$ cat src/sv/nmea_sentence_checksum_framer_macros.svh
// Assertion helpers for the sentence framer. Every check is clocked on clk
// and is disabled while arst_n is low.
`ifndef NMEA_SENTENCE_CHECKSUM_FRAMER_MACROS_SVH
`define NMEA_SENTENCE_CHECKSUM_FRAMER_MACROS_SVH

// Same-cycle implication
`define NSCF_CHECK_NOW(label, ante, cons) \
	label: assert property (@(posedge clk) disable iff (!arst_n) (ante) |-> (cons)) \
		else $error("nscf check failed");

// Next-cycle implication
`define NSCF_CHECK_NEXT(label, ante, cons) \
	label: assert property (@(posedge clk) disable iff (!arst_n) (ante) |=> (cons)) \
		else $error("nscf check failed");

`endif

$ cat src/sv/nscf_pkg.sv
package nscf_pkg;

	// Framing characters
	localparam logic [7:0] CH_DOLLAR = 8'd36;
	localparam logic [7:0] CH_STAR   = 8'd42;
	localparam logic [7:0] CH_NINE   = 8'd57;
	localparam logic [7:0] CH_ZERO   = 8'd48;
	localparam logic [7:0] CH_UPPER_A = 8'd65;
	localparam logic [7:0] CH_UPPER_F = 8'd70;
	// 'A' (65) decodes to 10, so letters are offset by 7 past the digits
	localparam logic [3:0] HEX_ALPHA_ADJ = 4'd7;

	localparam int unsigned TITLE_LEN = 5;
	localparam int unsigned TITLE_CNT_W = $clog2(TITLE_LEN + 1);

	// Known titles, first character in the low byte
	localparam logic [39:0] TITLE_PUWV0 = 40'h30_56_57_55_50;
	localparam logic [39:0] TITLE_PUWVE = 40'h45_56_57_55_50;
	localparam logic [39:0] TITLE_PUWV7 = 40'h37_56_57_55_50;
	localparam logic [39:0] TITLE_PUWV4 = 40'h34_56_57_55_50;
	localparam logic [39:0] TITLE_PUWV3 = 40'h33_56_57_55_50;

	typedef enum logic [2:0] {
		CLS_PUWV0 = 3'd0,
		CLS_PUWVE = 3'd1,
		CLS_PUWV7 = 3'd2,
		CLS_PUWV4 = 3'd3,
		CLS_PUWV3 = 3'd4,
		CLS_OTHER = 3'd5
	} nscf_class_t;

	typedef enum logic [1:0] {
		PH_IDLE = 2'd0,
		PH_BODY = 2'd1,
		PH_HEX1 = 2'd2,
		PH_HEX2 = 2'd3
	} nscf_phase_t;

	// One finished sentence, as produced by the parser for one byte
	typedef struct packed {
		logic        hit;
		nscf_class_t cls;
		logic        ok;
		logic [7:0]  calc;
		logic [7:0]  rcvd;
	} nscf_result_t;

endpackage

$ cat src/sv/nmea_sentence_checksum_framer.sv
// NMEA 0183 sentence checksum framer. Feed received characters one per beat
// on rx_byte; a '$' (re)starts a sentence, the bytes up to '*' are XORed and
// the first five kept as the title, and the two uppercase hex characters after
// '*' are compared with the XOR. On the second hex character one result beat
// is emitted with the title class, both checksums and a match flag; all other
// bytes give no result. Throughput is one byte per clock when the output is not
// stalled: each byte is held in an input register while the parser updates its
// state, and a result is then registered in the output register. Input is only
// held back while a result waits unread.
`include "nmea_sentence_checksum_framer_macros.svh"

module nmea_sentence_checksum_framer (
	input  logic       clk,
	input  logic       arst_n,
	input  logic       in_valid,
	output logic       in_ready,
	input  logic [7:0] rx_byte,
	output logic       out_valid,
	input  logic       out_ready,
	output logic [2:0] sentence_class,
	output logic       checksum_ok,
	output logic [7:0] computed_sum,
	output logic [7:0] received_sum
);
	import nscf_pkg::*;

	logic         valid_s1;
	logic [7:0]   byte_s1;
	logic         step;
	nscf_result_t res;
	logic         out_valid_q;
	logic [2:0]   class_q;
	logic         ok_q;
	logic [7:0]   calc_q;
	logic [7:0]   rcvd_q;

	// Parse the staged byte once the output register can take a result
	assign step     = valid_s1 && (!out_valid_q || out_ready);
	assign in_ready = !valid_s1 || step;

	// Input stage
	always_ff @(posedge clk or negedge arst_n) begin
		if (!arst_n) begin
			valid_s1 <= 1'b0;
		end else if (in_ready) begin
			valid_s1 <= in_valid;
		end
	end

	always_ff @(posedge clk) begin
		if (in_valid && in_ready) byte_s1 <= rx_byte;
	end

	nscf_parser u_parser (
		.clk     (clk),
		.arst_n  (arst_n),
		.step    (step),
		.rx_byte (byte_s1),
		.res     (res)
	);

	// Result register
	always_ff @(posedge clk or negedge arst_n) begin
		if (!arst_n) begin
			out_valid_q <= 1'b0;
		end else if (res.hit) begin
			out_valid_q <= 1'b1;
		end else if (out_ready) begin
			out_valid_q <= 1'b0;
		end
	end

	always_ff @(posedge clk) begin
		if (res.hit) begin
			class_q <= res.cls;
			ok_q    <= res.ok;
			calc_q  <= res.calc;
			rcvd_q  <= res.rcvd;
		end
	end

	assign out_valid      = out_valid_q;
	assign sentence_class = class_q;
	assign checksum_ok    = ok_q;
	assign computed_sum   = calc_q;
	assign received_sum   = rcvd_q;

	// Checks
	`NSCF_CHECK_NEXT(a_hit_loads_out, res.hit, out_valid_q)
	`NSCF_CHECK_NOW(a_hit_needs_room, res.hit, step && (!out_valid_q || out_ready))
	`NSCF_CHECK_NOW(a_ok_means_equal, out_valid_q && ok_q, calc_q == rcvd_q)
	`NSCF_CHECK_NEXT(a_stall_holds_byte, valid_s1 && !step, valid_s1 && $stable(byte_s1))

endmodule

$ cat src/sv/nscf_parser.sv
module nscf_parser (
	input  logic                  clk,
	input  logic                  arst_n,
	input  logic                  step,
	input  logic [7:0]            rx_byte,
	output nscf_pkg::nscf_result_t res
);
	import nscf_pkg::*;

	nscf_phase_t                    phase_q, phase_d;
	logic [7:0]                     xor_q;
	logic [TITLE_LEN-1:0][7:0]      title_q;
	logic [TITLE_CNT_W-1:0]         title_cnt_q;
	logic [3:0]                     hi_nib_q;
	logic                           hex_bad_q;

	logic                           is_dollar;
	logic                           is_star;
	logic                           byte_bad;
	logic [3:0]                     byte_nib;
	logic [7:0]                     rx_sum;

	assign is_dollar = (rx_byte == CH_DOLLAR);
	assign is_star   = (rx_byte == CH_STAR);

	// Hex decode: bytes above '9' drop by 7 in the low nibble, anything else keeps it
	assign byte_nib = (rx_byte > CH_NINE) ? (rx_byte[3:0] - HEX_ALPHA_ADJ) : rx_byte[3:0];
	assign byte_bad = !(((rx_byte >= CH_ZERO) && (rx_byte <= CH_NINE)) ||
		((rx_byte >= CH_UPPER_A) && (rx_byte <= CH_UPPER_F)));
	assign rx_sum   = {hi_nib_q, byte_nib};

	// Next phase
	always_comb begin
		phase_d = phase_q;
		if (step) begin
			if (is_dollar) begin
				phase_d = PH_BODY;
			end else begin
				case (phase_q)
					PH_BODY: if (is_star) phase_d = PH_HEX1;
					PH_HEX1: phase_d = PH_HEX2;
					PH_HEX2: phase_d = PH_IDLE;
					default: phase_d = PH_IDLE;
				endcase
			end
		end
	end

	// Result for the current byte
	always_comb begin
		res.hit  = step && !is_dollar && (phase_q == PH_HEX2);
		res.cls  = CLS_OTHER;
		if (title_cnt_q == TITLE_CNT_W'(TITLE_LEN)) begin
			case (title_q)
				TITLE_PUWV0: res.cls = CLS_PUWV0;
				TITLE_PUWVE: res.cls = CLS_PUWVE;
				TITLE_PUWV7: res.cls = CLS_PUWV7;
				TITLE_PUWV4: res.cls = CLS_PUWV4;
				TITLE_PUWV3: res.cls = CLS_PUWV3;
				default:     res.cls = CLS_OTHER;
			endcase
		end
		res.ok   = !hex_bad_q && !byte_bad && (rx_sum == xor_q);
		res.calc = xor_q;
		res.rcvd = rx_sum;
	end

	always_ff @(posedge clk or negedge arst_n) begin
		if (!arst_n) begin
			phase_q <= PH_IDLE;
		end else begin
			phase_q <= phase_d;
		end
	end

	// Sentence accumulators
	always_ff @(posedge clk or negedge arst_n) begin
		if (!arst_n) begin
			xor_q       <= '0;
			title_q     <= '0;
			title_cnt_q <= '0;
			hi_nib_q    <= '0;
			hex_bad_q   <= 1'b0;
		end else if (step) begin
			if (is_dollar) begin
				xor_q       <= '0;
				title_q     <= '0;
				title_cnt_q <= '0;
				hi_nib_q    <= '0;
				hex_bad_q   <= 1'b0;
			end else begin
				case (phase_q)
					PH_BODY: begin
						if (is_star) begin
							hex_bad_q <= 1'b0;
						end else begin
							xor_q <= xor_q ^ rx_byte;
							if (title_cnt_q < TITLE_CNT_W'(TITLE_LEN)) begin
								for (int i = 0; i < TITLE_LEN; i++) begin
									if (title_cnt_q == TITLE_CNT_W'(i)) title_q[i] <= rx_byte;
								end
								title_cnt_q <= title_cnt_q + 1'b1;
							end
						end
					end
					PH_HEX1: begin
						hi_nib_q <= byte_nib;
						if (byte_bad) hex_bad_q <= 1'b1;
					end
					PH_HEX2: begin
						if (byte_bad) hex_bad_q <= 1'b1;
					end
					default: ;
				endcase
			end
		end
	end

endmodule
$ cat config.mk
export PLATFORM = sky130hd
export DESIGN_NAME = nmea_sentence_checksum_framer
export DESIGN_NICKNAME = d
export VERILOG_FILES = /design/src/sv/nscf_pkg.sv /design/src/sv/nmea_sentence_checksum_framer.sv /design/src/sv/nscf_parser.sv
export VERILOG_INCLUDE_DIRS = /design/src /design/src/sv
export SDC_FILE = /design/constraint.sdc
export NUM_CORES = 1
export LEC_CHECK = 0
export ABC_AREA = 1
export CAP_MARGIN = 20
export CORE_MARGIN = 3
export CORE_UTILIZATION = 30
export CTS_CLUSTER_SIZE = 10
export DETAILED_ROUTE_END_ITERATION = 7
export DONT_BUFFER_PORTS = 1
export GPL_ROUTABILITY_DRIVEN = 0
export PLACE_DENSITY = 0.51
export SLEW_MARGIN = 15
export SYNTH_ARGS = -nofsm -noshare
export SYNTH_HDL_FRONTEND = slang
export SYNTH_SLANG_ARGS = --single-unit
$ cat constraint.sdc
create_clock -name clk -period 4.3 [get_ports clk]
set_input_delay 0.86 -clock clk [delete_from_list [all_inputs] [get_ports clk]]
set_output_delay 0.86 -clock clk [all_outputs]
set_load 0.01 [all_outputs]
==> Yosys cells after proc, flatten, opt, wreduce, memory -nomap -nowiden <==
Cells that the tools add are included.
W data, S select, Z words.
{ "word_totals": {"n_memories": 0, "rom_bits": 0, "register_bits": 88, "inputBits": 12, "output_inout_bits": 22, "elab_cells": 111, "latchBits": 0, "ram_bits": 0} }
{ "classes": {"n_addsub": 2, "n_reduce_logical": 37, "n_mul": 0, "n_div": 0, "n_bitwise": 1, "n_mux": 29, "n_eq_ne": 19, "order_cmp": 6, "n_shift": 0} }
{ "ops": {"columns": ["operator", "count"], "rows": [
  ["$eq A40 B38 Y1 const B", 4],
  ["$mux W40", 4],
  ["$mux W8", 8],
  ["$eq A40 B39 Y1 const B", 1],
  ["$reduce_and A5 Y1", 5],
  ["$reduce_bool A2 Y1", 9],
  ["$eq A8 B6 Y1 const B", 2],
  ["$pmux W3 S5", 1],
  ["$mux W3", 4],
  ["$mux W4", 3],
  ["$eq A8 B8 Y1", 1],
  ["$ge A8 B6 Y1 const B", 1],
  ["$ge A8 B7 Y1 const B", 1],
  ["$gt A8 B6 Y1 const B", 1],
  ["$le A8 B6 Y1 const B", 1],
  ["$le A8 B7 Y1 const B", 1],
  ["$logic_and A1 B1 Y1", 8],
  ["$reduce_and A4 Y1", 2],
  ["$xor A8 B8 Y8", 1],
  ["$eq A3 B2 Y1 const B", 2],
  ["$eq A3 B3 Y1 const B", 2],
  ["$mux W1", 5],
  ["$eq A2 B2 Y1 const B", 2],
  ["$logic_not A1 Y1", 4],
  ["17 further kinds", 21]
]} }

==> Logic depth before layout (Yosys ltp) <==
{ "depth": {"ltp_word": 6, "mapped_depth": 13, "mapped_depth_nobuf": 12} }

==> By module <==
A second synthesis with hierarchy kept.
{ "hier_totals": {"hier_cells": 452, "area_unflattened_um2": 4265.3} }
{ "modules_own_cells": {"columns": ["module", "n_inst", "area_each_um2", "cells_each", "seq_area_each_um2"], "rows": [
  ["nscf_parser", 1, 3329.4, 414, 1451.4],
  ["nmea_sentence_checksum_framer", 1, 935.9, 38, 890.9]
]} }

==> Worst setup path after synthesis <==
Ideal clock, no wire load.
{ "synth_path": {"path_type": "register to register", "startpoint": "register byte_s1[0]", "endpoint": "register ok_q (netlist: checksum_ok) (enable)", "synth_period_minus_slack_ps": 3049, "setup_slack_ps": 1251, "path_buffers": 1, "path_stages_with_launch": 9, "t_arrival_ps": 2627, "t_required_ps": 3878, "setup_ps": 422, "cell_sequence": "edfxtp_1 > inv_1 > ha_1 > inv_1 > nor2_2 > nand2_4 > inv_2 > clkbuf_1 > nor3_1"} }
{ "synth_rtl": {"columns": ["element", "line", "text"], "rows": [
  ["start, declared", "nmea_sentence_checksum_framer.sv:28", "logic [7:0] byte_s1;"],
  ["start signal, assigned", "nmea_sentence_checksum_framer.sv:51", "if (in_valid && in_ready) byte_s1 <= rx_byte;"],
  ["end signal, assigned", "nmea_sentence_checksum_framer.sv:76", "ok_q <= res.ok;"],
  ["end, declared", "nmea_sentence_checksum_framer.sv:33", "logic ok_q;"]
]} }

==> Worst setup path in the final report <==
{ "layout_path": {"startpoint": "register byte_s1[0]", "endpoint": "register u_parser.title_q[23] (netlist name)"} }
{ "layout_between": {"elab_chain_len": 3, "elab_cells_between_ends": 8, "cone_classes": "3 x eq/ne; 1 x mux; 4 x reduce/logical"} }
{ "layout_rtl": {"columns": ["element", "line", "text"], "rows": [
  ["$eq A8 B6 Y1, on equally long branches", "nscf_parser.sv:24, nscf_parser.sv:23", null],
  ["$ne A2 B1 Y1 (no line) / $reduce_bool A2 Y1 (equally long branches)", null, null],
  ["$reduce_and A5 Y1 (no line)", null, null],
  ["end signal, assigned by index", "nscf_parser.sv:100", "if (title_cnt_q == TITLE_CNT_W'(i)) title_q[i] <= rx_byte;"],
  ["end, declared", "nscf_parser.sv:12", "logic [TITLE_LEN-1:0][7:0] title_q;"]
]} }
Several ways; a longest one is shown, not always the timed one.
A chain may end at the register's enable or synchronous reset.

==> out/results.txt <==
Setup crit start: byte_s1[0]
Hold-fix buffers, CTS: 0
Crit path time final: 2.88 ns
Max Cap Viol: 0
Number of detailed-route iterations in the first pass: 4
Share of cells above drive strength 1: 0.0787
Slew @ Worst Pin: 0.681 ns
Die H: 125 um
Yosys cell types: 34
Lkg Pwr: 2.15 nW
Post-Syn Area per Cell: 9.10 um^2
Vias per cell: 4.57
Post-Syn Instances: 464
Vias: 2951
Wirelength, routed: 8.89 mm
Setup Buffers After CTS: 0
Fin. Hold Viols: 0
Placeable Area: 13500 um^2
Residual DRC count: 0
Multi-input logic area: 1600 um^2
HPWL after DPL: 6.35 mm
Grt total ovfl: 0
Maximum VDD drop: 0.186 mV
Reg area: 2340 um^2
Reg-to-Reg End: u_parser.title_q[23]
# setup viols final: 0
Worst-path clk slew: 0.06 ns
EDFF count, synth: 28
Clock Skews: 0.00623 ns
Register bit count reported by yosys: 88
Row cnt: 42
Critical Path Source Type: flop
Slew margin rel.: 0.545
Worst r2r src: byte_s1[0]
# H-tree levels: 3
Root buffer cell: clkbuf_16
Crit path kind: flop to flop
Ys async rst share: 0.682
Post-Syn Area: 4220 um^2
Fmax: 347 MHz
Vias in the first global route: 2920
Worst path arrival time: 3.14 ns
Clock Path Buffers: 2
Setup TNS: 0 ns
Total CTS buffers: 9
FF-to-FF path depth: 10
Clock latency on the worst-skew pair: 0.34 ns
CTS tree: yes
Die Area: 15500 um^2
Largest net degree at the start of global routing: 61
Drt wl/cell: 13.8 um
Critical path capture point type: flop
Ys flop type: dfrtp_1
Fin crit share: 0.670
Worst R2R Setup Slack: 1.42 ns
Initial antenna violation count: 0
Commonest non-fill, non-tap cell in the layout: nand2_1
RSZ-0062 raised after global routing: no
I/O Pins: 34
Mapped Nets: 490
Hold slack final: 0.212 ns
Final max-slew violation count: 0
Sequential share of the synthesized area: 0.555
Most frequent cells in the layout: nand2_1 (140), dfrtp_1 (60), inv_1 (49)
Die X: 125 um
Diode count: 0
Outcome: complete, no violations
Crit Path Max Fanout: 31
Power Dens Cells: 526 nW/um^2
Worst hold path type: input port to asynchronous set/reset pin
Initial DRC count: 236
Layout area overhead: 12.2%
CP required: 4.56 ns
CTS sink count: 88
Starting Density: 0.313
Fillers: 1339
Synth warn: 0
Layout net count: 491
First-pass GRT wire length: 15.2 mm
Placed Instances: 630
Port bufs: 0
Non-Filler Instances: 646
Gr usage total: 0.123
Antenna Nets Post-Route: 0
Post_cts resized: 0
[cells by family (layout without fill, tap and decap cells)]
kind of cell,count (synthesis),in the layout,share of synthesized area
fa+ha+maj,14,14,0.0415
simple gates,236,236,0.240
flops,88,88,0.555
buf+inv,66,72,0.0681
compound gates,49,49,0.0732
xor+xnor,11,11,0.0228
[registers in the layout, indices dropped and copies added, names as in the netlist, 2 cells and up]
name / count
u_parser.hi_nib_q: 4
computed_sum: 8
u_parser.title_q: 40
u_parser.xor_q: 8
received_sum: 8
u_parser.title_cnt_q: 3
u_parser.phase_q: 2
sentence_class: 3
byte_s1: 8
[how the worst max path moves through the flow]
| stage | endpoint |
|---|---|
| after floorplan | checksum_ok |
| after global placement | u_parser.title_q[19] |
| after detailed placement | u_parser.title_q[23] |
| after CTS | u_parser.title_q[23] |
| after global routing | u_parser.title_q[23] |
| final | u_parser.title_q[23] |
[per-stage QoR]
stage	setup WS (ns)	utilization	power (mW)	instance area, um^2
3_3_place_gp	1.52	0.324	1.55	4380
4_1_cts	1.40	0.351	2.52	4740
3_5_place_dp	1.41	0.324	1.57	4380
6_report	1.42	0.351	2.49	4740
5_1_grt	1.08	0.351	2.64	4740
2_1_floorplan	1.25	-	1.45	4220
[layout make-up]
| cell class | count | share of cell area |
|---|---|---|
| repair buffers | 1 | 0.00158 |
| multi-input cells | 310 | 0.337 |
| inverters | 55 | 0.0441 |
| clock inverters | 6 | 0.0277 |
| flip-flops and latches | 88 | 0.494 |
| well taps | 176 | 0.0465 |
| clock buffers | 10 | 0.0483 |
[Yosys cell counts (2+ instances only)]
library cell	instances	area share
nand2_1	140	0.12
dfrtp_1	60	0.36
inv_1	49	0.044
nand3_1	45	0.053
nor2_1	29	0.026
edfxtp_1	28	0.20
o21ai_0	23	0.027
ha_1	14	0.041
o31ai_1	10	0.018
xnor2_1	10	0.021
nand4_1	6	0.0089
o21ai_2	6	0.012
inv_2	5	0.0044
nor3_1	5	0.0059
nand2_2	4	0.0059
o21ai_1	4	0.0047
buf_2	3	0.0036
buf_4	3	0.0053
buf_6	3	0.0080
a21oi_1	2	0.0024
o22ai_1	2	0.0030
[report_power, final]
| part | internal (mW) | switching [mW] |
|---|---|---|
| combinational | 0.170 | 0.263 |
| clock | 0.625 | 0.321 |
| sequential | 0.998 | 0.118 |
[per-layer routing]
metal | routed length (um) | global-route usage | vias to the layer above
met4 | 153 | 0.0451 | 0
met2 | 3790 | 0.176 | 51
li1 | - | - | 1501
met3 | 388 | 0.0395 | 11
met5 | 0 | 0 | -
met1 | 4560 | 0.175 | 1388
[worst max-delay path, cell delays in order (launching register included)]
cell and delay, ns:
edfxtp_1 0.51, inv_1 0.21, ha_1 0.17, inv_1 0.05
nor2_2 0.14, nand2_4 0.13, nand2_2 0.10, nand3_4 0.19
a21oi_4 0.60, nand2_1 0.40, o21ai_0 0.28
No activity file was read; power rests on OpenSTA's default activity.
